<file path="src/rtl/core/dwhs_pkg.sv">
`timescale 1ns / 1ps

package dwhs_pkg;

   // Fixed widths of the datapath
   localparam int VALUE_W     = 64;
   localparam int HALF_W      = 32;
   localparam int BIT_CNT_W   = $clog2(VALUE_W);

   // Defaults for the top level parameters
   localparam int MAX_DIGITS_DEF = 64;
   localparam int BASE_WIDTH_DEF = 16;

   // Controller states
   typedef enum logic [3:0] {
      ST_IDLE,
      ST_CHECK,
      ST_DIV,
      ST_DIGIT,
      ST_READ,
      ST_MLO,
      ST_MHI,
      ST_ACC,
      ST_WLO,
      ST_WHI,
      ST_DONE
   } state_type;

   // Operand pairs of the shared 32 by 32 multiplier
   typedef enum logic [1:0] {
      MUL_WL_DIGIT,
      MUL_WH_DIGIT,
      MUL_WL_BASE,
      MUL_WH_BASE
   } mul_sel_type;

   // Commands from controller to datapath
   typedef struct packed {
      logic        load;
      logic        div_start;
      logic        div_step;
      logic        digit_wr;
      logic        rd;
      logic        count_reach;
      mul_sel_type mul_sel;
      logic        sum_lo;
      logic        sum_hi;
      logic        wgt_lo;
      logic        wgt_hi;
      logic        publish;
   } cmd_type;

   // Status from datapath to controller
   typedef struct packed {
      logic q_zero;
      logic full;
      logic ndig_zero;
      logic div_last;
      logic hit;
      logic last_digit;
   } status_type;

endpackage

</file>
<file path="src/rtl/core/dwhs_ctrl.sv">
`timescale 1ns / 1ps

module dwhs_ctrl (
   input  logic                clock,
   input  logic                reset,
   input  logic                req_valid,
   output logic                req_ready,
   output logic                rsp_valid,
   input  logic                rsp_ready,
   input  dwhs_pkg::status_type sts,
   output dwhs_pkg::cmd_type    cmd
);
   import dwhs_pkg::*;

   state_type state_ff, state_in;
   logic      rsp_valid_ff, rsp_valid_in;

   // State and output valid registers
   always_ff @(posedge clock) begin
      if (reset) begin
         state_ff     <= ST_IDLE;
         rsp_valid_ff <= 1'b0;
      end else begin
         state_ff     <= state_in;
         rsp_valid_ff <= rsp_valid_in;
      end
   end

   // Next state and commands
   always_comb begin
      state_in    = state_ff;
      cmd         = '0;
      cmd.mul_sel = MUL_WL_DIGIT;
      req_ready   = 1'b0;
      case (state_ff)
         ST_IDLE: begin
            req_ready = 1'b1;
            if (req_valid) begin
               cmd.load = 1'b1;
               state_in = ST_CHECK;
            end
         end
         ST_CHECK: begin
            if (sts.q_zero || sts.full) begin
               state_in = sts.ndig_zero ? ST_DONE : ST_READ;
            end else begin
               cmd.div_start = 1'b1;
               state_in      = ST_DIV;
            end
         end
         ST_DIV: begin
            cmd.div_step = 1'b1;
            if (sts.div_last) state_in = ST_DIGIT;
         end
         ST_DIGIT: begin
            cmd.digit_wr = 1'b1;
            state_in     = ST_CHECK;
         end
         ST_READ: begin
            cmd.rd   = 1'b1;
            state_in = ST_MLO;
         end
         ST_MLO: begin
            cmd.mul_sel     = MUL_WL_DIGIT;
            cmd.count_reach = 1'b1;
            state_in        = ST_MHI;
         end
         ST_MHI: begin
            cmd.mul_sel = MUL_WH_DIGIT;
            cmd.sum_lo  = 1'b1;
            state_in    = ST_ACC;
         end
         ST_ACC: begin
            cmd.sum_hi  = 1'b1;
            cmd.mul_sel = MUL_WL_BASE;
            state_in    = (sts.hit || sts.last_digit) ? ST_DONE : ST_WLO;
         end
         ST_WLO: begin
            cmd.mul_sel = MUL_WH_BASE;
            cmd.wgt_lo  = 1'b1;
            state_in    = ST_WHI;
         end
         ST_WHI: begin
            cmd.wgt_hi = 1'b1;
            state_in   = ST_READ;
         end
         ST_DONE: begin
            // wait for the output register to free up
            if (!rsp_valid_ff || rsp_ready) begin
               cmd.publish = 1'b1;
               state_in    = ST_IDLE;
            end
         end
         default: state_in = ST_IDLE;
      endcase
   end

   // Hold the result until taken, load a new one on publish
   assign rsp_valid_in = cmd.publish | (rsp_valid_ff & ~rsp_ready);
   assign rsp_valid    = rsp_valid_ff;

   // A new result never overwrites one still waiting
   a_publish_free: assert property (@(posedge clock) disable iff (reset)
      cmd.publish |-> (!rsp_valid_ff || rsp_ready))
      else $error("result published over a waiting item");

endmodule

</file>
<file path="src/rtl/core/dwhs_dpath.sv">
`timescale 1ns / 1ps

module dwhs_dpath #(
   parameter int MAX_DIGITS = dwhs_pkg::MAX_DIGITS_DEF,
   parameter int BASE_WIDTH = dwhs_pkg::BASE_WIDTH_DEF
) (
   input  logic                          clock,
   input  logic                          reset,
   input  logic                          csr_we,
   input  logic [BASE_WIDTH-1:0]         csr_wdata,
   input  logic [dwhs_pkg::VALUE_W-1:0]  req_value,
   output logic [dwhs_pkg::VALUE_W-1:0]  rsp_low_part,
   input  dwhs_pkg::cmd_type             cmd,
   output dwhs_pkg::status_type          sts
);
   import dwhs_pkg::*;

   localparam int CNT_W = $clog2(MAX_DIGITS + 1);
   localparam int IDX_W = (MAX_DIGITS > 1) ? $clog2(MAX_DIGITS) : 1;

   // Configuration and working registers
   logic [BASE_WIDTH-1:0] cfg_base_ff;
   logic [BASE_WIDTH-1:0] base_ff, base_in;
   logic [VALUE_W-1:0]    q_ff, q_in;
   logic [BASE_WIDTH-1:0] rem_ff, rem_in;
   logic [BIT_CNT_W-1:0]  bit_ff;
   logic [CNT_W-1:0]      ndig_ff;
   logic [CNT_W-1:0]      nz_cnt_ff;
   logic [CNT_W-1:0]      idx_ff;
   logic [CNT_W-1:0]      reached_ff;
   logic [BASE_WIDTH-1:0] rd_ff;
   logic [VALUE_W-1:0]    weight_ff;
   logic [VALUE_W-1:0]    sum_ff;
   logic [VALUE_W-1:0]    mul_ff;
   logic [VALUE_W-1:0]    out_ff;

   logic [BASE_WIDTH-1:0] digit_mem [MAX_DIGITS];

   // Divider step signals
   logic [BASE_WIDTH:0]   shift_w;
   logic [BASE_WIDTH:0]   diff_w;
   logic                  ge;

   // Multiplier operands
   logic [HALF_W-1:0]     op_a;
   logic [HALF_W-1:0]     op_b;
   logic [CNT_W-1:0]      target;

   // Configuration register
   always_ff @(posedge clock) begin
      if (reset) begin
         cfg_base_ff <= BASE_WIDTH'(2);
      end else if (csr_we) begin
         cfg_base_ff <= csr_wdata;
      end
   end

   // Saturate a base below two
   assign base_in = (cfg_base_ff < BASE_WIDTH'(2)) ? BASE_WIDTH'(2) : cfg_base_ff;

   // One restoring division step: a quotient bit per cycle
   assign shift_w = {rem_ff, q_ff[VALUE_W-1]};
   assign diff_w  = shift_w - {1'b0, base_ff};
   assign ge      = shift_w >= {1'b0, base_ff};
   assign rem_in  = ge ? diff_w[BASE_WIDTH-1:0] : shift_w[BASE_WIDTH-1:0];
   assign q_in    = {q_ff[VALUE_W-2:0], ge};

   // Conversion registers
   always_ff @(posedge clock) begin
      if (reset) begin
         base_ff   <= BASE_WIDTH'(2);
         q_ff      <= '0;
         rem_ff    <= '0;
         bit_ff    <= '0;
         ndig_ff   <= '0;
         nz_cnt_ff <= '0;
      end else begin
         if (cmd.load) begin
            base_ff   <= base_in;
            q_ff      <= req_value;
            rem_ff    <= '0;
            ndig_ff   <= '0;
            nz_cnt_ff <= '0;
         end
         if (cmd.div_start) begin
            rem_ff <= '0;
            bit_ff <= '0;
         end
         if (cmd.div_step) begin
            rem_ff <= rem_in;
            q_ff   <= q_in;
            bit_ff <= bit_ff + BIT_CNT_W'(1);
         end
         if (cmd.digit_wr) begin
            ndig_ff <= ndig_ff + CNT_W'(1);
            if (rem_ff != '0) nz_cnt_ff <= nz_cnt_ff + CNT_W'(1);
         end
      end
   end

   // Digit store, registered read
   always_ff @(posedge clock) begin
      if (cmd.digit_wr) digit_mem[ndig_ff[IDX_W-1:0]] <= rem_ff;
      if (cmd.rd) rd_ff <= digit_mem[idx_ff[IDX_W-1:0]];
   end

   // Shared multiplier, registered
   always_comb begin
      case (cmd.mul_sel)
         MUL_WL_DIGIT: begin
            op_a = weight_ff[HALF_W-1:0];
            op_b = HALF_W'(rd_ff);
         end
         MUL_WH_DIGIT: begin
            op_a = weight_ff[VALUE_W-1:HALF_W];
            op_b = HALF_W'(rd_ff);
         end
         MUL_WL_BASE: begin
            op_a = weight_ff[HALF_W-1:0];
            op_b = HALF_W'(base_ff);
         end
         MUL_WH_BASE: begin
            op_a = weight_ff[VALUE_W-1:HALF_W];
            op_b = HALF_W'(base_ff);
         end
         default: begin
            op_a = '0;
            op_b = '0;
         end
      endcase
   end

   always_ff @(posedge clock) begin
      mul_ff <= VALUE_W'(op_a) * VALUE_W'(op_b);
   end

   // Scan registers: weight, partial sum, running count
   always_ff @(posedge clock) begin
      if (reset) begin
         weight_ff  <= VALUE_W'(1);
         sum_ff     <= '0;
         idx_ff     <= '0;
         reached_ff <= '0;
      end else begin
         if (cmd.load) begin
            weight_ff  <= VALUE_W'(1);
            sum_ff     <= '0;
            idx_ff     <= '0;
            reached_ff <= '0;
         end
         if (cmd.count_reach && rd_ff != '0) reached_ff <= reached_ff + CNT_W'(1);
         if (cmd.sum_lo) sum_ff <= sum_ff + mul_ff;
         if (cmd.sum_hi) sum_ff <= sum_ff + {mul_ff[HALF_W-1:0], {HALF_W{1'b0}}};
         if (cmd.wgt_lo) weight_ff <= mul_ff;
         if (cmd.wgt_hi) begin
            weight_ff <= weight_ff + {mul_ff[HALF_W-1:0], {HALF_W{1'b0}}};
            idx_ff    <= idx_ff + CNT_W'(1);
         end
      end
   end

   // Output register
   always_ff @(posedge clock) begin
      if (cmd.publish) out_ff <= sum_ff;
   end

   assign rsp_low_part = out_ff;

   // Status back to the controller
   assign target         = nz_cnt_ff >> 1;
   assign sts.q_zero     = (q_ff == '0);
   assign sts.full       = (ndig_ff == CNT_W'(MAX_DIGITS));
   assign sts.ndig_zero  = (ndig_ff == '0);
   assign sts.div_last   = (bit_ff == {BIT_CNT_W{1'b1}});
   assign sts.hit        = (reached_ff >= target);
   assign sts.last_digit = ((idx_ff + CNT_W'(1)) == ndig_ff);

   // Remainder always stays below the base
   a_rem_range: assert property (@(posedge clock) disable iff (reset)
      rem_ff < base_ff)
      else $error("remainder not below base");

   // No digit is written past the store
   a_digit_room: assert property (@(posedge clock) disable iff (reset)
      cmd.digit_wr |-> (ndig_ff < CNT_W'(MAX_DIGITS)))
      else $error("digit store overrun");

   // Reading a digit only within those produced
   a_read_range: assert property (@(posedge clock) disable iff (reset)
      cmd.rd |-> (idx_ff < ndig_ff))
      else $error("digit read beyond count");

endmodule

</file>
<file path="src/rtl/core/digit_weight_half_split.sv">
`timescale 1ns / 1ps

// Half-weight digit split.
// Each item on the req_ channel carries a 64-bit value. The block writes it
// in the base held in the csr_ register (values 0 and 1 act as 2), counts the
// nonzero digits, and returns on the rsp_ channel the sum of digit times
// weight from the lowest digit up to the one where the running nonzero count
// reaches half the total (lowest digit alone when that half is zero).
// One item is in work at a time. Each digit passes through the bit-serial
// divider (64 quotient steps, a store write and a check); the weighted sum
// then reads each digit used, multiplies it by the weight in two halves and
// adds both products, then (but for the last digit) multiplies the weight by
// the base, through one 32 by 32 multiplier shared by the digit and weight
// products. The result sits in an output register: the next item is taken
// while it waits, and a finished item holds in the controller until the
// receiver has taken the previous one.
// Reset (synchronous) empties the block, sets the base to 2 and drops any
// waiting result. The user must write the base only while the block is
// idle; the block itself does not enforce this.
module digit_weight_half_split #(
   parameter int MAX_DIGITS = dwhs_pkg::MAX_DIGITS_DEF,
   parameter int BASE_WIDTH = dwhs_pkg::BASE_WIDTH_DEF
) (
   input  logic                         clock,
   input  logic                         reset,
   input  logic                         csr_we,
   input  logic [BASE_WIDTH-1:0]        csr_wdata,
   input  logic                         req_valid,
   output logic                         req_ready,
   input  logic [dwhs_pkg::VALUE_W-1:0] req_value,
   output logic                         rsp_valid,
   input  logic                         rsp_ready,
   output logic [dwhs_pkg::VALUE_W-1:0] rsp_low_part
);
   import dwhs_pkg::*;

   cmd_type    cmd;
   status_type sts;

   // Sequencer
   dwhs_ctrl u_ctrl (
      .clock     (clock),
      .reset     (reset),
      .req_valid (req_valid),
      .req_ready (req_ready),
      .rsp_valid (rsp_valid),
      .rsp_ready (rsp_ready),
      .sts       (sts),
      .cmd       (cmd)
   );

   // Divider, digit store, multiplier and accumulators
   dwhs_dpath #(
      .MAX_DIGITS (MAX_DIGITS),
      .BASE_WIDTH (BASE_WIDTH)
   ) u_dpath (
      .clock        (clock),
      .reset        (reset),
      .csr_we       (csr_we),
      .csr_wdata    (csr_wdata),
      .req_value    (req_value),
      .rsp_low_part (rsp_low_part),
      .cmd          (cmd),
      .sts          (sts)
   );

endmodule
</file>
<file path="config.mk">
export PLATFORM = sky130hd
export DESIGN_NAME = digit_weight_half_split
export DESIGN_NICKNAME = d
export VERILOG_FILES = /design/src/rtl/core/dwhs_pkg.sv /design/src/rtl/core/dwhs_ctrl.sv /design/src/rtl/core/dwhs_dpath.sv /design/src/rtl/core/digit_weight_half_split.sv
export SDC_FILE = /design/constraint.sdc
export NUM_CORES = 2
export LEC_CHECK = 0
export BUFFER_PORTS_ARGS = -buffer_cell sky130_fd_sc_hd__buf_2
export CORE_MARGIN = 5
export CORE_UTILIZATION = 51
export DETAILED_ROUTE_END_ITERATION = 12
export GPL_TIMING_DRIVEN = 0
export HOLD_SLACK_MARGIN = 0.15
export PLACE_DENSITY = 0.69
export SYNTH_ARGS = -nofsm -noshare
export SYNTH_HDL_FRONTEND = slang
export SYNTH_SLANG_ARGS = --single-unit
</file>
<file path="constraint.sdc">
create_clock -name clock -period 7.7 [get_ports clock]
set_input_delay 0.385 -clock clock [delete_from_list [all_inputs] [get_ports clock]]
set_output_delay 0.385 -clock clock [all_outputs]
set_load 0.005 [all_outputs]
</file>
==> results.md <==
- Psw: 5.80 mW
- Crit Path Max Fanout: 8
- Vias in the first global route: 54400
- Share of layout cells above drive strength 1: 21.2%
- Worst min path class: primary input to flop
- Most used DFF post-synth: edfxtp_1
- Max-slew violations: 0
- RSZ-0062 raised after global routing: true
- Clk slew on worst S/H paths: 0.06 ns
- CTS sink count: 1434
- Gr ovfl total: 0
- Setup violators final: 15
- Post-synthesis cell count: 5976
- FF-to-FF setup slack: -0.47 ns
- Min-Delay Endpoint: u_dpath.cfg_base_ff[4]
- CTS Buf Count: 150
- Status: finished, violations left
- P_int: 14.6 mW
- TritonCTS clock tree: built
- Hold depth: 3
- Simple-gate area share of the yosys netlist: 8.11%
- Compound-Gate Fraction of Synth Area: 7.48%
- Post-Synth XOR/XNOR Area: 1.90%
- Post-synth cell types: 89
- Pleak: 36.4 nW
- EDFF count, synth: 1104
- Post-Synth Adder-Cell Area: 17.2%
- Largest family of logic cells by synthesized area: adder cells
- Ys async rst share: 0%
- Largest net degree at the start of global routing: 69
- Sequential power share: 48.4%
- First-pass GRT wire length: 357000 um
- Comb power frac: 14.4%
- Area growth, synth to finish: 19.0%
- Relative slew slack: 9.83%
- Number of buffers and inverters on the critical path: 9
- Slowest cell on crit path: fa_1
- Worst-Skew Late Latency: 0.83 ns
- Post-synth net total: 6889
- Final-report hold violation count: 0
- Fin worst setup slack: -0.468 ns
- Worst R2R Start: u_ctrl.state_ff[2]
- Post-Syn Area: 78600 sq um
- Core Region: 154000 sq um
- Setup TNS: -4.39 ns
- Post-DP HPWL: 175000 um
- GRT Total Usage: 29.8%
- Port Buffers: 148
- Die area: 162000 sq um
- I/O Pins: 151
- Register Area: 39800 sq um
- DRC viols: 0
- Syn_area_per_cell: 13.1 sq um
- CTS Root Cell: clkbuf_16
- Crit start category: flop
- Drt pass-1 iters: 9
- Die Ht: 402 um
- Mux share of post-synthesis cell area: 10.9%
- Synth Register Bits: 1434
- Die Span X: 402 um
- Pwr dens: 218 nW/um^2
- Switching Share: 28.5%
- Measured slew at the worst slew-check pin: 1.35 ns
- Synth top area share: 42.2%
- DR vias: 54400
- Path depth of the worst reg2reg path: 35
- Peak supply drop: 0.339 mV
- Part of the Yosys area used for sequential elements: 50.6%
- Setup CP Type: flop to flop
- Clock power share: 37.2%
- Critical path's top delay family: adder cells
- Initial DRC count: 6005
- Area occupied by multi-input gates: 37700 sq um
- Final hold slack: 0.216 ns
- Tmin final: 8.17 ns
- WL/cell: 27.9 um
- MaxCap Viol Count: 0
- Top cells by area, synth: edfxtp_1 (42%), fa_1 (11%), mux4_2 (9.6%), dfxtp_1 (8.4%), ha_1 (6.5%)
- Clock buffer depth: 3
- Synth warn: 0
- Hold_sp: csr_we
- CTS H-Tree Depth: 4
- Final Skew: 0.0607 ns
- Total wire length: 245000 um
- CP Data Arrival Time: 8.85 ns
- R2R Path End: u_dpath.mul_ff[50]
- Initial Utilization: 51.1%
- Antenna violations before repair: 9
- F_max: 0.122 GHz
- Max stage delay on crit path: 0.55 ns
- CP Capture Type: flop
- Violated checks: negative setup slack
- Routed vias/inst: 6.18
- Num rows: 144
- Fill count: 11400
- Cell accounting for the most synthesized area: edfxtp_1
- Layout Nets: 7532
- Final period util: 106%
- CP Data Required Time: 8.38 ns
- Most frequent CP cell: fa_1
- GP Congestion: 1.00
- DRT antenna net count: 0
## worst min-delay path: cells and delay by family
family | cells | cell delay, ns
AND/OR/NAND/NOR | 1 | 0.09
multiplexers | 1 | 0.22
buffers and inverters | 1 | 0.28
## stage by stage
stage	power [mW]	setup WS (ns)	instance area [sq um]	utilization (%)	instances
after CTS	20.3	-0.285	92500	60.2	8741
after global placement	12.6	-3.03	82100	53.4	8168
after floorplan	11.5	0.00664	78800	-	5976
final	20.4	-0.468	93500	60.8	8797
after global routing	21.1	-0.639	93500	60.8	8790
after detailed placement	12.8	-2.67	83500	54.3	8241
## logic make-up (layout without fill, tap and decap cells)
logic type | Yosys count | in the layout
AOI/OAI and AO/OA | 866 | 866
xor gates and xnor gates | 170 | 170
adders and majority gates | 828 | 828
buffers and inverters | 772 | 1540
DFF | 1434 | 1434
muxes | 435 | 435
other | 0 | 9
and+or+nand+nor | 1471 | 1471
## area by class of cell
| cell class | count | share of cell area (%) |
|---|---|---|
| buffer | 281 | 1.96 |
| sequential | 1434 | 42.6 |
| timing repair buffer | 495 | 4.95 |
| clock buffer | 190 | 4.23 |
| tap | 2044 | 2.74 |
| inverter | 487 | 1.96 |
| multi-input combinational | 3770 | 40.3 |
| clock inverter | 87 | 1.25 |
| antenna | 9 | 0.0241 |
## cell usage after synthesis (16+ instances only)
library cell  number
a31oi_1           27
o21ai_0          119
nor3_1            29
nor4_1            40
o21a_1            21
mux2i_1           70
and3_1            34
mux2_2            29
o221ai_1          64
a21o_1           143
dfxtp_1          330
o21bai_1          18
nor2_1           777
a21oi_1          230
clkbuf_1         234
a222oi_1          26
or3_1             18
a22o_1            19
mux4_2           336
ha_1             405
nand3_1           49
buf_1             34
a22oi_1           71
xor2_1            60
nand2_1          355
inv_1            487
nand4_1           36
edfxtp_1        1104
nand2b_1          39
fa_1             423
nor2b_1           28
xnor2_1          110
buf_2             16
## repair_timing
| action | 4_1_cts | 5_1_grt |
|---|---|---|
| resized for setup | 368 | 163 |
| gates cloned | 3 | 1 |
| hold buffers | 86 | 0 |
| setup endpoints to repair | 42 | 24 |
| pin swaps | 54 | 91 |
| setup buffers | 137 | 47 |
| hold endpoints to repair | 83 | 0 |
## registers in the layout, indices dropped and copies added, names as in the netlist, 6 cells and up
| signal | cells |
|---|---|
| u_dpath.rem_ff | 16 |
| u_dpath.reached_ff | 7 |
| u_dpath.weight_ff | 64 |
| u_dpath.rd_ff | 16 |
| u_dpath.mul_ff | 51 |
| u_dpath.rsp_low_part | 64 |
| u_dpath.idx_ff | 7 |
| u_dpath.q_ff | 64 |
| u_dpath.sum_ff | 64 |
| u_dpath.nz_cnt_ff | 7 |
| u_dpath.digit_mem | 1024 |
| u_dpath.bit_ff | 6 |
| u_dpath.ndig_ff | 7 |
| u_dpath.cfg_base_ff | 16 |
| u_dpath.base_ff | 16 |
## layer usage
| layer | global-route usage [%] | vias up | share of wire [%] |
|---|---|---|---|
| li1 | - | 23100 | - |
| met3 | 6.46 | 773 | 9.4 |
| met1 | 37.6 | 27500 | 37 |
| met5 | 0 | - | 0 |
| met2 | 47.6 | 3006 | 47 |
| met4 | 17.9 | 0 | 7.4 |
## power groups by stage
stage | logic (mW) | clock network, mW | registers [mW]
after floorplan | 1.67 | 0 | 9.87
after global placement | 2.21 | 0 | 10.4
after detailed placement | 2.79 | 0 | 10.0
after CTS | 2.85 | 7.63 | 9.86
after global routing | 3.19 | 7.99 | 9.90
final | 2.94 | 7.58 | 9.87
## worst max-delay path by stage
stage,startpoint,endpoint,slack (ns),cells after the start
floorplan,u_ctrl.state_ff[0],u_dpath.mul_ff[50],0.007,32
global placement,u_ctrl.state_ff[0],u_dpath.mul_ff[50],-3.03,32
detailed placement,u_ctrl.state_ff[0],u_dpath.mul_ff[50],-2.67,33
CTS,u_ctrl.state_ff[2],u_dpath.mul_ff[50],-0.28,31
global route,u_ctrl.state_ff[2],u_dpath.mul_ff[50],-0.64,31
finish,u_ctrl.state_ff[2],u_dpath.mul_ff[50],-0.47,35
## cell usage in the layout (no fill, tap or decap), drive strengths merged, types with 27 or more instances in the layout
master and instances:
nand3 49, nor3 29, nand2b 40, nor2 777, nor4 43, and3 34, nand4 36, mux4 336
o221ai 64, a22oi 73, clkbuf 404, buf 476, mux2i 70, dlygate4sd3 86, a21oi 233, a21o 143
edfxtp 1104, nor2b 28, dfxtp 330, inv 497, fa 423, xor2 60, a31oi 27, clkinv 49
nand2 355, mux2 29, ha 405, o21ai 134, xnor2 110
No activity file was read; power rests on OpenSTA's default activity.
